===== src/rtl/sirdx_pkg.sv =====
package sirdx_pkg;

  // fixed field widths
  localparam int INPUT_W     = 32;
  localparam int SYMBOL_W    = 8;
  localparam int RADIX_W     = 6;
  localparam int CFG_INDEX_W = 3;
  localparam int CFG_DATA_W  = 64;
  localparam int SYMS_PER_REG = CFG_DATA_W / SYMBOL_W;

  // reciprocal divider
  localparam int DIV_W       = 32;
  localparam int RECIP_W     = 33;
  localparam int SHIFT_BASE  = 33;
  localparam int SHIFT_OFF_W = 3;
  localparam int MAX_RADIX   = 32;
  localparam int MIN_RADIX   = 2;

  localparam logic [SYMBOL_W-1:0] MINUS_SIGN = 8'h2D;

  typedef enum logic [CFG_INDEX_W-1:0] {
    REG_RADIX = 3'd0,
    REG_SYM0  = 3'd1,
    REG_SYM1  = 3'd2,
    REG_SYM2  = 3'd3,
    REG_SYM3  = 3'd4
  } cfg_reg_t;

  typedef struct packed {
    logic [RADIX_W-1:0]     radix;
    logic [RECIP_W-1:0]     recip;
    logic [SHIFT_OFF_W-1:0] roff;
  } div_cfg_t;

  localparam logic [39:0] P33 = 40'd1 << 33;
  localparam logic [39:0] P34 = 40'd1 << 34;
  localparam logic [39:0] P35 = 40'd1 << 35;
  localparam logic [39:0] P36 = 40'd1 << 36;
  localparam logic [39:0] P37 = 40'd1 << 37;

  // ceil(2^(32+l) / d), l = ceil(log2 d); entries below two repeat radix two
  localparam logic [RECIP_W-1:0] RECIP_TABLE [0:MAX_RADIX] = '{
    RECIP_W'((P33 + 40'd1) / 40'd2),
    RECIP_W'((P33 + 40'd1) / 40'd2),
    RECIP_W'((P33 + 40'd1) / 40'd2),
    RECIP_W'((P34 + 40'd2) / 40'd3),
    RECIP_W'((P34 + 40'd3) / 40'd4),
    RECIP_W'((P35 + 40'd4) / 40'd5),
    RECIP_W'((P35 + 40'd5) / 40'd6),
    RECIP_W'((P35 + 40'd6) / 40'd7),
    RECIP_W'((P35 + 40'd7) / 40'd8),
    RECIP_W'((P36 + 40'd8) / 40'd9),
    RECIP_W'((P36 + 40'd9) / 40'd10),
    RECIP_W'((P36 + 40'd10) / 40'd11),
    RECIP_W'((P36 + 40'd11) / 40'd12),
    RECIP_W'((P36 + 40'd12) / 40'd13),
    RECIP_W'((P36 + 40'd13) / 40'd14),
    RECIP_W'((P36 + 40'd14) / 40'd15),
    RECIP_W'((P36 + 40'd15) / 40'd16),
    RECIP_W'((P37 + 40'd16) / 40'd17),
    RECIP_W'((P37 + 40'd17) / 40'd18),
    RECIP_W'((P37 + 40'd18) / 40'd19),
    RECIP_W'((P37 + 40'd19) / 40'd20),
    RECIP_W'((P37 + 40'd20) / 40'd21),
    RECIP_W'((P37 + 40'd21) / 40'd22),
    RECIP_W'((P37 + 40'd22) / 40'd23),
    RECIP_W'((P37 + 40'd23) / 40'd24),
    RECIP_W'((P37 + 40'd24) / 40'd25),
    RECIP_W'((P37 + 40'd25) / 40'd26),
    RECIP_W'((P37 + 40'd26) / 40'd27),
    RECIP_W'((P37 + 40'd27) / 40'd28),
    RECIP_W'((P37 + 40'd28) / 40'd29),
    RECIP_W'((P37 + 40'd29) / 40'd30),
    RECIP_W'((P37 + 40'd30) / 40'd31),
    RECIP_W'((P37 + 40'd31) / 40'd32)
  };

  // extra right shift beyond SHIFT_BASE, l - 1
  localparam logic [SHIFT_OFF_W-1:0] SHIFT_TABLE [0:MAX_RADIX] = '{
    3'd0, 3'd0, 3'd0,
    3'd1, 3'd1,
    3'd2, 3'd2, 3'd2, 3'd2,
    3'd3, 3'd3, 3'd3, 3'd3, 3'd3, 3'd3, 3'd3, 3'd3,
    3'd4, 3'd4, 3'd4, 3'd4, 3'd4, 3'd4, 3'd4, 3'd4,
    3'd4, 3'd4, 3'd4, 3'd4, 3'd4, 3'd4, 3'd4, 3'd4
  };

endpackage


===== src/rtl/sirdx_ifs.sv =====
interface sirdx_num_if;
  import sirdx_pkg::*;

  logic                      valid;
  logic                      ready;
  logic signed [INPUT_W-1:0] number;

  modport source (output valid, output number, input ready);
  modport sink (input valid, input number, output ready);
endinterface

interface sirdx_sym_if;
  import sirdx_pkg::*;

  logic                valid;
  logic                ready;
  logic [SYMBOL_W-1:0] symbol;
  logic                last;

  modport source (output valid, output symbol, output last, input ready);
  modport sink (input valid, input symbol, input last, output ready);
endinterface


===== src/rtl/sirdx_front.sv =====
module sirdx_front #(
  parameter int VALUE_BITS = 32
) (
  input  logic                  clk,
  input  logic                  rst,
  sirdx_num_if.sink             numbers,
  output logic                  q_valid,
  input  logic                  q_ready,
  output logic                  q_neg,
  output logic [VALUE_BITS-1:0] q_mag
);
  import sirdx_pkg::*;

  localparam int DEPTH = 2;
  localparam int PTR_W = $clog2(DEPTH);
  localparam int CNT_W = $clog2(DEPTH + 1);

  logic [VALUE_BITS-1:0] raw;
  logic                  neg;
  logic [VALUE_BITS-1:0] mag;
  logic                  push;
  logic                  pop;
  logic [PTR_W-1:0]      wr_ptr;
  logic [PTR_W-1:0]      rd_ptr;
  logic [CNT_W-1:0]      count;
  logic                  neg_q [DEPTH];
  logic [VALUE_BITS-1:0] mag_q [DEPTH];

  // sign and magnitude; the most negative value wraps to 2^(VALUE_BITS-1)
  assign raw = numbers.number[VALUE_BITS-1:0];
  assign neg = raw[VALUE_BITS-1];
  assign mag = neg ? (~raw + VALUE_BITS'(1)) : raw;

  assign numbers.ready = (count != CNT_W'(DEPTH));
  assign push    = numbers.valid && numbers.ready;
  assign q_valid = (count != '0);
  assign pop     = q_valid && q_ready;
  assign q_neg   = neg_q[rd_ptr];
  assign q_mag   = mag_q[rd_ptr];

  always_ff @(posedge clk) begin
    if (rst) begin
      wr_ptr <= '0;
      rd_ptr <= '0;
      count  <= '0;
    end else begin
      if (push) begin
        wr_ptr <= wr_ptr + PTR_W'(1);
      end
      if (pop) begin
        rd_ptr <= rd_ptr + PTR_W'(1);
      end
      if (push && !pop) begin
        count <= count + CNT_W'(1);
      end else if (pop && !push) begin
        count <= count - CNT_W'(1);
      end
    end
  end

  always_ff @(posedge clk) begin
    if (push) begin
      neg_q[wr_ptr] <= neg;
      mag_q[wr_ptr] <= mag;
    end
  end

  a_count_bound: assert property (@(posedge clk) disable iff (rst)
    count <= CNT_W'(DEPTH))
    else $error("queue count above depth");

endmodule


===== src/rtl/sirdx_back.sv =====
module sirdx_back #(
  parameter int MAX_SYMBOLS = 32,
  parameter int VALUE_BITS  = 32
) (
  input  logic                                    clk,
  input  logic                                    rst,
  input  logic                                    q_valid,
  output logic                                    q_ready,
  input  logic                                    q_neg,
  input  logic [VALUE_BITS-1:0]                   q_mag,
  input  sirdx_pkg::div_cfg_t                     dcfg,
  input  logic [MAX_SYMBOLS*sirdx_pkg::SYMBOL_W-1:0] alphabet,
  sirdx_sym_if.source                             text
);
  import sirdx_pkg::*;

  localparam int DIGIT_W = $clog2(MAX_SYMBOLS);
  localparam int CNT_W   = $clog2(VALUE_BITS + 1);
  localparam int IDX_W   = $clog2(VALUE_BITS);
  localparam int PROD_W  = DIV_W + RECIP_W;
  localparam int QR_W    = DIV_W + RADIX_W;

  typedef enum logic [2:0] {S_IDLE, S_MUL, S_SUB, S_SIGN, S_EMIT} state_t;

  state_t              state;
  logic                neg;
  logic [DIV_W-1:0]    mag;
  logic [PROD_W-1:0]   prod;
  logic [CNT_W-1:0]    cnt;
  logic [DIGIT_W-1:0]  digits [VALUE_BITS];
  logic                out_valid;
  logic [SYMBOL_W-1:0] out_symbol;
  logic                out_last;

  logic [DIV_W-1:0]    quo;
  logic [QR_W-1:0]     qr;
  logic [DIV_W-1:0]    rem_full;
  logic                out_free;
  logic                emit;
  logic [CNT_W-1:0]    idx;
  logic [DIGIT_W-1:0]  sym_digit;
  logic [SYMBOL_W-1:0] sym_byte;

  // quotient from the registered reciprocal product, remainder by back-multiply
  assign quo      = DIV_W'((prod >> SHIFT_BASE) >> dcfg.roff);
  assign qr       = QR_W'(quo) * QR_W'(dcfg.radix);
  assign rem_full = mag - qr[DIV_W-1:0];

  assign out_free  = !out_valid || text.ready;
  assign emit      = out_free && ((state == S_SIGN) || (state == S_EMIT));
  assign idx       = cnt - CNT_W'(1);
  assign sym_digit = digits[idx[IDX_W-1:0]];
  assign sym_byte  = alphabet[sym_digit*SYMBOL_W +: SYMBOL_W];

  assign q_ready     = (state == S_IDLE);
  assign text.valid  = out_valid;
  assign text.symbol = out_symbol;
  assign text.last   = out_last;

  always_ff @(posedge clk) begin
    if (rst) begin
      state     <= S_IDLE;
      out_valid <= 1'b0;
      cnt       <= '0;
    end else begin
      if (emit) begin
        out_valid <= 1'b1;
      end else if (text.ready) begin
        out_valid <= 1'b0;
      end
      unique case (state)
        S_IDLE: begin
          if (q_valid) begin
            neg   <= q_neg;
            mag   <= DIV_W'(q_mag);
            cnt   <= '0;
            state <= S_MUL;
          end
        end
        S_MUL: begin
          prod  <= PROD_W'(mag) * PROD_W'(dcfg.recip);
          state <= S_SUB;
        end
        S_SUB: begin
          digits[cnt[IDX_W-1:0]] <= rem_full[DIGIT_W-1:0];
          cnt <= cnt + CNT_W'(1);
          mag <= quo;
          if (quo == '0) begin
            state <= neg ? S_SIGN : S_EMIT;
          end else begin
            state <= S_MUL;
          end
        end
        S_SIGN: begin
          if (out_free) begin
            out_symbol <= MINUS_SIGN;
            out_last   <= 1'b0;
            state      <= S_EMIT;
          end
        end
        S_EMIT: begin
          if (out_free) begin
            out_symbol <= sym_byte;
            out_last   <= (idx == '0);
            cnt        <= idx;
            if (idx == '0) begin
              state <= S_IDLE;
            end
          end
        end
        default: state <= S_IDLE;
      endcase
    end
  end

  a_rem_below_radix: assert property (@(posedge clk) disable iff (rst)
    (state == S_SUB) |-> (rem_full < DIV_W'(dcfg.radix)))
    else $error("digit remainder not below radix");

  a_no_underflow: assert property (@(posedge clk) disable iff (rst)
    (state == S_SUB) |-> (qr <= QR_W'(mag)))
    else $error("quotient too large for magnitude");

  a_digit_count: assert property (@(posedge clk) disable iff (rst)
    cnt <= CNT_W'(VALUE_BITS))
    else $error("digit count above value width");

endmodule


===== src/rtl/signed_int_to_radix_digits.sv =====
// signed integer to text in a configurable radix
//
// numbers: one beat per signed value (field number, low VALUE_BITS bits used)
// text:    one beat per output symbol, most significant digit first, a minus
//          sign ahead of negative values, last set on the final symbol
// cfg:     plain write port, cfg_index 0 = radix (clamped to 2..MAX_SYMBOLS),
//          1..4 = alphabet bytes 0-7, 8-15, 16-23, 24-31; other indexes ignored
//
// timing: a value is picked up from the queue, then each of its digits takes
// a reciprocal multiply step and a remainder step; a negative value then
// sends its minus sign, and the digits follow, one per symbol beat; the
// sign and each digit wait while the output register holds a stalled beat
// the first symbol is registered once digit generation ends and the
// output register is free
// a two-entry queue between the sign/magnitude front and the digit engine
// keeps the numbers channel taking beats while the engine is busy
// when text is stalled the output register holds its beat and the engine
// waits; nothing is dropped
// reset: synchronous, clears control state, radix back to 2, alphabet all zero
module signed_int_to_radix_digits #(
  parameter int MAX_SYMBOLS = 32,
  parameter int VALUE_BITS  = 32
) (
  input  logic                                clk,
  input  logic                                rst,
  sirdx_num_if.sink                           numbers,
  sirdx_sym_if.source                         text,
  input  logic                                cfg_wr_en,
  input  logic [sirdx_pkg::CFG_INDEX_W-1:0]   cfg_index,
  input  logic [sirdx_pkg::CFG_DATA_W-1:0]    cfg_data
);
  import sirdx_pkg::*;

  localparam int ALPHA_W = MAX_SYMBOLS * SYMBOL_W;

  // config state
  div_cfg_t             dcfg;
  logic [ALPHA_W-1:0]   alphabet;

  // radix field of the write data and its clamped value
  logic [RADIX_W-1:0]   wr_radix;
  logic [RADIX_W-1:0]   clamp_radix;

  // front to back queue side
  logic                  q_valid;
  logic                  q_ready;
  logic                  q_neg;
  logic [VALUE_BITS-1:0] q_mag;

  assign wr_radix = cfg_data[RADIX_W-1:0];

  always_comb begin
    priority if (wr_radix < RADIX_W'(MIN_RADIX)) begin
      clamp_radix = RADIX_W'(MIN_RADIX);
    end else if (wr_radix > RADIX_W'(MAX_SYMBOLS)) begin
      clamp_radix = RADIX_W'(MAX_SYMBOLS);
    end else begin
      clamp_radix = wr_radix;
    end
  end

  always_ff @(posedge clk) begin
    if (rst) begin
      dcfg.radix <= RADIX_W'(MIN_RADIX);
      dcfg.recip <= RECIP_TABLE[MIN_RADIX];
      dcfg.roff  <= SHIFT_TABLE[MIN_RADIX];
      alphabet   <= '0;
    end else if (cfg_wr_en) begin
      // radix write also loads the reciprocal and shift for the divider
      if (cfg_index == REG_RADIX) begin
        dcfg.radix <= clamp_radix;
        dcfg.recip <= RECIP_TABLE[clamp_radix];
        dcfg.roff  <= SHIFT_TABLE[clamp_radix];
      end
      // symbol k lives in register REG_SYM0 + k/8, byte k%8
      for (int j = 0; j < MAX_SYMBOLS; j++) begin
        if (cfg_index == CFG_INDEX_W'(int'(REG_SYM0) + j / SYMS_PER_REG)) begin
          alphabet[j*SYMBOL_W +: SYMBOL_W] <=
            cfg_data[(j % SYMS_PER_REG)*SYMBOL_W +: SYMBOL_W];
        end
      end
    end
  end

  // sign/magnitude split and input queue
  sirdx_front #(
    .VALUE_BITS (VALUE_BITS)
  ) u_front (
    .clk     (clk),
    .rst     (rst),
    .numbers (numbers),
    .q_valid (q_valid),
    .q_ready (q_ready),
    .q_neg   (q_neg),
    .q_mag   (q_mag)
  );

  // digit engine and symbol output register
  sirdx_back #(
    .MAX_SYMBOLS (MAX_SYMBOLS),
    .VALUE_BITS  (VALUE_BITS)
  ) u_back (
    .clk      (clk),
    .rst      (rst),
    .q_valid  (q_valid),
    .q_ready  (q_ready),
    .q_neg    (q_neg),
    .q_mag    (q_mag),
    .dcfg     (dcfg),
    .alphabet (alphabet),
    .text     (text)
  );

endmodule

===== src/flat_wrapper.sv =====
// flat-port wrapper written by rule: the top's interface ports become plain ports
module signed_int_to_radix_digits_flat import sirdx_pkg::*;
#(
  parameter int MAX_SYMBOLS = 32,
  parameter int VALUE_BITS  = 32
)
  (clk, rst, cfg_wr_en, cfg_index, cfg_data, numbers_valid, numbers_number, numbers_ready, text_valid, text_symbol, text_last, text_ready);
  sirdx_num_if numbers_i ();
  sirdx_sym_if text_i ();
  input  logic clk;
  input  logic rst;
  input  logic cfg_wr_en;
  input  logic [sirdx_pkg::CFG_INDEX_W-1:0] cfg_index;
  input  logic [sirdx_pkg::CFG_DATA_W-1:0] cfg_data;
  input wire logic [$bits(numbers_i.valid)-1:0] numbers_valid;
  input wire logic [$bits(numbers_i.number)-1:0] numbers_number;
  output wire logic [$bits(numbers_i.ready)-1:0] numbers_ready;
  output wire logic [$bits(text_i.valid)-1:0] text_valid;
  output wire logic [$bits(text_i.symbol)-1:0] text_symbol;
  output wire logic [$bits(text_i.last)-1:0] text_last;
  input wire logic [$bits(text_i.ready)-1:0] text_ready;
  assign numbers_i.valid = numbers_valid;
  assign numbers_i.number = numbers_number;
  assign numbers_ready = numbers_i.ready;
  assign text_valid = text_i.valid;
  assign text_symbol = text_i.symbol;
  assign text_last = text_i.last;
  assign text_i.ready = text_ready;
  signed_int_to_radix_digits #(.MAX_SYMBOLS(MAX_SYMBOLS), .VALUE_BITS(VALUE_BITS)) u_core (.clk(clk), .rst(rst), .numbers(numbers_i), .text(text_i), .cfg_wr_en(cfg_wr_en), .cfg_index(cfg_index), .cfg_data(cfg_data));
endmodule

===== config.mk =====
export PLATFORM = sky130hd
export DESIGN_NAME = signed_int_to_radix_digits_flat
export DESIGN_NICKNAME = d
export VERILOG_FILES = /design/src/rtl/sirdx_pkg.sv /design/src/rtl/sirdx_ifs.sv /design/src/rtl/sirdx_front.sv /design/src/rtl/sirdx_back.sv /design/src/rtl/signed_int_to_radix_digits.sv /design/src/flat_wrapper.sv
export SDC_FILE = /design/constraint.sdc
export NUM_CORES = 2
export LEC_CHECK = 0
export ABC_AREA = 1
export BUFFER_PORTS_ARGS = -buffer_cell sky130_fd_sc_hd__buf_2
export CORE_UTILIZATION = 45
export DETAILED_ROUTE_END_ITERATION = 8
export GPL_TIMING_DRIVEN = 0
export PLACE_DENSITY_LB_ADDON = 0.08
export SLEW_MARGIN = 5
export SYNTH_ARGS = -nofsm -noshare
export SYNTH_HDL_FRONTEND = slang
export SYNTH_SLANG_ARGS = --single-unit

===== constraint.sdc =====
create_clock -name clk -period 8.6 [get_ports clk]
set_input_delay 0 -clock clk [delete_from_list [all_inputs] [get_ports clk]]
set_output_delay 0 -clock clk [all_outputs]
set_load 0.02 [all_outputs]

* After elaboration in Yosys (flattened, before gate mapping)
Memories as Yosys holds them, arrays and structs flattened. A register that Yosys moved wholly into a read port is not among the register bits.
Index checks and enable logic that the tools add are counted.
** Storage, ports and cells
- RAM bits :: 226
- Memory bits (read-only) :: 2304
- Bits in registers :: 382
- Input port bits :: 104
- Output and inout port bits :: 11
- Memories kept :: 5
- Logic and storage cells :: 113
** Memories
- (name not given) :: depth 64, bits a word 33, rd ports 1, clocked after Yosys merged registers in 1, write ports 0, RTL line signed_int_to_radix_digits.sv:72 : dcfg.recip <= RECIP_TABLE[clamp_radix];
- (name not given) :: depth 64, bits a word 3, rd ports 1, clocked after Yosys merged registers in 1, write ports 0, RTL line signed_int_to_radix_digits.sv:73 : dcfg.roff <= SHIFT_TABLE[clamp_radix];
- u_core.u_back.digits :: depth 32, bits a word 5, rd ports 1, clocked after Yosys merged registers in 0, write ports 1, RTL line sirdx_back.sv:30 : logic [DIGIT_W-1:0] digits [VALUE_BITS];
- u_core.u_front.mag_q :: depth 2, bits a word 32, rd ports 1, clocked after Yosys merged registers in 1, write ports 1, RTL line sirdx_front.sv:27 : logic [VALUE_BITS-1:0] mag_q [DEPTH];
- u_core.u_front.neg_q :: depth 2, bits a word 1, rd ports 1, clocked after Yosys merged registers in 1, write ports 1, RTL line sirdx_front.sv:26 : logic neg_q [DEPTH];
** Cells by class
- Mux-type cells :: 32
- Equal/unequal tests :: 13
- Add/subtract/negate cells :: 8
- Bitwise gates (word level) :: 3
- Shift-type cells :: 2
- Reductions and logical operators :: 31
- $lt $le $gt $ge :: 2
- $mul :: 2
** Operators by type and width (number)
- $shiftx A256 B9 Y8 :: 1
- $mul A32 B33 Y65 :: 1
- $mux W32 :: 2
- $pmux W32 S2 :: 1
- $add A32 B1 Y32 const B :: 1
- $logic_not A32 Y1 :: 1
- $mul A32 B6 Y5 :: 1
- $not A32 Y32 :: 1
- $shr A32 B3 Y32 :: 1
- $mux W6 :: 4
- $mux W3 :: 6
- $pmux W6 S3 :: 1
- $mux W8 :: 2
- $pmux W8 S2 :: 1
- $pmux W3 S5 :: 1
- $eq A3 B2 Y1 const B :: 4
- $reduce_and A2 Y1 :: 6
- $mux W1 :: 11
- $reduce_bool A2 Y1 :: 5
- $reduce_and A3 Y1 :: 3
- $ne A2 B2 Y1 const B :: 4
- $reduce_and A4 Y1 :: 2
- $not A6 Y7 :: 1
- $add A6 B1 Y6 const B :: 1
- 19 further kinds :: 31

* Logic depth before layout (Yosys ltp)
- Depth in word-level cells :: 6
- Depth in mapped cells :: 33
- Mapped depth without buffers :: 31

* By module
A second synthesis with hierarchy kept.
** Unflattened totals
- Cells, all modules :: 8286
- Area, all modules :: 65115.0 µm²
** By module, submodules not included
- sirdx_back :: cells an instance 6395, times used 1, sequential area each 7226.9 µm², area each 49981.7 µm²
- signed_int_to_radix_digits :: cells an instance 1539, times used 1, sequential area each 5945.7 µm², area each 11484.8 µm²
- sirdx_front :: cells an instance 352, times used 1, sequential area each 2082.0 µm², area each 3648.5 µm²

* Worst setup path before layout
No wires, ideal clock.
- Path kind :: register to register
- Start point :: reg u_core.u_back.mag[2]
- End point :: reg u_core.u_back.prod[62] (data pin)
- Cell stages (with the launch flop) :: 31
- Required time :: 8.348 ns
- Arrival :: 6.510 ns
- Period minus slack after synthesis :: 6.762 ns
- Library setup time :: 0.252 ns
- Slack :: 1.838 ns
- Buffers on the path :: 2
- Path through :: edfxtp_1 clkbuf_1 buf_1 nand2_1 inv_1 fa_1 inv_1 fa_1 fa_1 fa_1 inv_1 fa_1 inv_1 fa_1 inv_1 fa_1 inv_1 fa_1 inv_1 ha_1 nand2_1 nor2_1 inv_1 nor2_1 inv_1 nor3_1 a21oi_1 o21ai_0 nand3_1 nand3_1 nand2_1
** On the way
- Longest elaborated chain between the ends :: 1
** RTL lines
- from (decl) :: RTL line sirdx_back.sv:27 : logic [DIV_W-1:0] mag;
- from (signal assigned) :: RTL line sirdx_back.sv:75 : mag <= DIV_W'(q_mag);
- from (signal assigned) :: RTL line sirdx_back.sv:87 : mag <= quo;
- $mul A32 B33 Y65 :: RTL line sirdx_back.sv:81 : prod <= PROD_W'(mag) * PROD_W'(dcfg.recip);
- to (signal assigned) :: RTL line sirdx_back.sv:81
- to (decl) :: RTL line sirdx_back.sv:28 : logic [PROD_W-1:0] prod;
Every way passes these cells.
A chain may end at the register's enable or synchronous reset.

* Final worst setup path
- Start point :: reg u_core.dcfg[13] (netlist name)
- End point :: reg u_core.u_back.prod[46] (data pin)
** On the way
- Longest elaborated chain between the ends :: 1
** RTL lines (RTL line)
- $mul A32 B33 Y65 :: sirdx_back.sv:81
Every way passes these cells.

==> results.sh <==
export IMPL_max_stage_delay_ns=0.82
export IMPL_crit_fanout=10
export IMPL_synth_cell_types=63
export IMPL_power_leakage_nw=35.6
export IMPL_worstHoldStart="numbers_number[31]"
export IMPL_rr_worst_depth=24
export IMPL_maxSlewHeadroom_pct=7.41
export IMPL_cts_tree="built"
export IMPL_worstPathArrival_ns=8.96
export IMPL_rr_endpoint="u_core.u_back.prod[46]"
export IMPL_powerDensity_mw_per_mm2=293
export IMPL_slew_viol_final=0
export IMPL_holdWs_ns=0.149
export IMPL_fin_crit_sh_pct=99.2
export IMPL_initial_utilization_pct=45.3
export IMPL_hpwl_um=222000
export IMPL_viasPerCell=5.40
export IMPL_worst_setup_path_start_kind="register"
export IMPL_grt_use_total_pct=38.8
export IMPL_min_path_type="primary input to register"
export IMPL_async_flop_share_pct=0
export IMPL_ys_warn_count=0
export IMPL_grt_overflow=0
export IMPL_worstHoldEndpoint="u_core.u_front.neg_q[1]"
export IMPL_wire_per_inst_um=26.9
export IMPL_finalInstanceArea_mm2=0.0709
export IMPL_grt_pass1_vias=56200
export IMPL_drc=0
export IMPL_synth_edf_count=300
export IMPL_die_h_um=379
export IMPL_status="finished clean"
export IMPL_skew_ns=0.0343
export IMPL_drive_above_1_share_pct=5.90
export IMPL_place_inst=10000
export IMPL_antenna_found_initial=8
export IMPL_fin_setup_tns_ns=0
export IMPL_drt_pass1_iter_count=8
export IMPL_core_mm2=0.141
export IMPL_clkTransAtPathRegs_ns=0.06
export IMPL_clkLatencyLatePin_ns=0.65
export IMPL_clock_path_buffers=3
export IMPL_cp_slowest_cell="dfxtp_1"
export IMPL_place_area_mm2=0.0672
export IMPL_final_hold_viol_count=0
export IMPL_gp_congestion=1.03
export IMPL_io_pins=115
export IMPL_crit_path_frequent_cell="fa_1"
export IMPL_ctsHtreeMaxLevel=2
export IMPL_cts_sinks=611
export IMPL_path_cells="clkbuf_2 -> nand2_1 -> inv_1 -> fa_1 -> fa_1 -> inv_1 -> fa_1 -> fa_1 -> inv_1 -> fa_1 -> fa_1 -> fa_1 -> fa_1 -> ha_1 -> nand2_1 -> nor2_1 -> inv_1 -> nor2_1 -> inv_1 -> o21ai_0 -> a21oi_1 -> o21ai_0 -> a21oi_1 -> xnor2_1"
export IMPL_end_kind="register"
export IMPL_hold_path_depth=2
export IMPL_setup_viol=0
export IMPL_cts_made_buffers=60
export IMPL_reg2reg_from="u_core.dcfg[13]"
export IMPL_die_area_mm2=0.144
export IMPL_nets=9631
export IMPL_worstPathRequired_ns=9.02
export IMPL_portBuffers=114
export IMPL_wl_um=276000
export IMPL_syn_num_nets=9331
export IMPL_fin_crit_ns=8.53
export IMPL_synthFlopType="dfxtp_1"
export IMPL_grt_pass1_wl_um=394000
export IMPL_die_w_um=379
export IMPL_fmaxAchievable_ghz=0.117
export IMPL_ant_nets=0
export IMPL_ir_drop_uv=721
export IMPL_worst_setup_path_type="register to register"
export IMPL_n_fill_cell=14100
export IMPL_synth_cell_area_mm2=0.0640
export IMPL_vias=55400
export IMPL_ys_ff_latch=611
export IMPL_maxCapViolCount=0
export IMPL_std_cell_rows=138
export IMPL_ctsRootBufferMaster="clkbuf_16"
export IMPL_final_cells=10300
export IMPL_drt_iter0_markers=5099
export IMPL_tightestPinTransition_ns=1.39
export IMPL_syn_area_per_cell_um2=7.99
export IMPL_grt_max_degree=33
export IMPL_syn_inst=8011
export IMPL_synth_seq_area_share_pct=23.8
export IMPL_rrSetupSlack_ns=0.07
export IMPL_areaGrowthSynthToFinish_pct=10.7
## synth_stat cells, types with 31 or more instances
library cell / count / share of area, %
nand2_1: 1861 / 11
inv_1: 1812 / 11
fa_1: 928 / 29
o21ai_0: 428 / 3.3
nand3_1: 415 / 3.2
a21oi_1: 395 / 3.1
nor2_1: 393 / 2.3
clkbuf_1: 343 / 2.0
dfxtp_1: 311 / 9.7
edfxtp_1: 300 / 14
ha_1: 288 / 5.6
buf_2: 62 / 0.48
nand3b_1: 57 / 0.67
xor2_1: 41 / 0.56
buf_4: 31 / 0.36
## routing by layer
metal  wire (um)  vias to the layer above  global-route usage [%]
li1            -                    24800                       -
met1      103000                    27300                    45.5
met2      128000                     2508                    63.4
met3       19500                      799                    6.05
met4       26400                        4                    30.6
met5          27                        -                       0
## critical path, delay by kind of cell (launching register included)
kind | cells | cell delay [ns]
adder cells (fa/ha/maj) | 9 | 4.52
AO/OA/AOI/OAI | 4 | 1.17
buffers and inverters | 6 | 0.99
flip-flops | 1 | 0.82
XOR/XNOR | 1 | 0.36
AND/OR/NAND/NOR | 4 | 0.45
## cells by family (layout without fill, tap and decap cells)
group | Yosys count | count (layout) | synth area share [%]
simple gates | 2807 | 2807 | 17.9
buf+inv | 2293 | 2645 | 14.0
fa+ha+maj | 1216 | 1216 | 34.6
compound gates | 987 | 987 | 8.30
flops | 611 | 611 | 23.8
xor+xnor | 71 | 71 | 0.971
mux | 26 | 26 | 0.440
other cells | 0 | 10 | 0
## sequential cells by signal (all words and copies together), names as in the netlist, 3 cells and up, named ones only
name,count
u_core.alphabet,256
u_core.u_back.digits,160
u_core.u_front.mag_q,64
u_core.dcfg,40
u_core.u_back.mag,32
u_core.u_back.prod,32
u_core.u_back.text.symbol,8
u_core.u_back.cnt,6
u_core.u_back.state,3
## cells in the final DEF, fill, tap and decap left out, types with 27 or more instances in the layout
cell / count
dlygate4sd3_1: 110
buf_2: 177
clkbuf_16: 62
o211ai_1: 29
xnor2_1: 30
inv_1: 1811
nand2_1: 1861
nor2_1: 390
nand3_1: 415
buf_4: 42
o21ai_0: 428
xor2_1: 37
edfxtp_1: 300
fa_1: 928
ha_1: 288
nand3b_1: 57
dfxtp_1: 306
clkbuf_2: 69
a21oi_1: 395
nor3_1: 27
clkbuf_1: 260
## report_power, final
group	total, mW	switching, mW	internal (mW)
Clock	2.93	1.23	1.71
Combinational	13.9	10.2	3.70
Sequential	4.00	0.243	3.75
Total	20.8	11.6	9.16
## final cells by class
| type | count | area [um^2] | area share [%] |
|---|---|---|---|
| Antenna cell | 10 | 25.0 | 0.0353 |
| Sequential cell | 611 | 15200 | 21.5 |
| Multi-Input combinational cell | 5107 | 40000 | 56.4 |
| Clock buffer | 68 | 1570 | 2.22 |
| Tap cell | 1890 | 2360 | 3.34 |
| Buffer | 450 | 2130 | 3.01 |
| Inverter | 1828 | 6870 | 9.69 |
| Timing Repair Buffer | 253 | 2120 | 2.99 |
| Clock inverter | 46 | 587 | 0.828 |
## per-stage QoR
step / worst slack, ns / util (%) / power [mW]
after floorplan: 1.84 / - / 11.2
final: 0.0675 / 50.1 / 20.8
after detailed placement: -0.652 / 47.5 / 17.3
after global placement: -0.613 / 47.4 / 17.2
after global routing: -0.00599 / 50.1 / 21.5
after CTS: 0.00766 / 49.9 / 20.3
## timing repair
item,in CTS,in global routing
resized for setup,27,143
endpoints found under the setup margin,30,25
endpoints found under the hold margin,343,0
buffers inserted,0,22
hold buffers,110,0
## worst max path at each step
stage / from / end / slack (ns)
after CTS: u_core.u_back.mag[14] / u_core.u_back.prod[46] / 0.008
after floorplan: u_core.u_back.mag[2] / u_core.u_back.prod[62] / 1.84
after global placement: u_core.dcfg[20] / u_core.u_back.prod[38] / -0.61
after global routing: u_core.dcfg[12] / u_core.u_back.prod[46] / -0.006
final: u_core.dcfg[13] / u_core.u_back.prod[46] / 0.07
after detailed placement: u_core.dcfg[20] / u_core.u_back.prod[46] / -0.65
No activity file was read; power rests on OpenSTA's default activity.
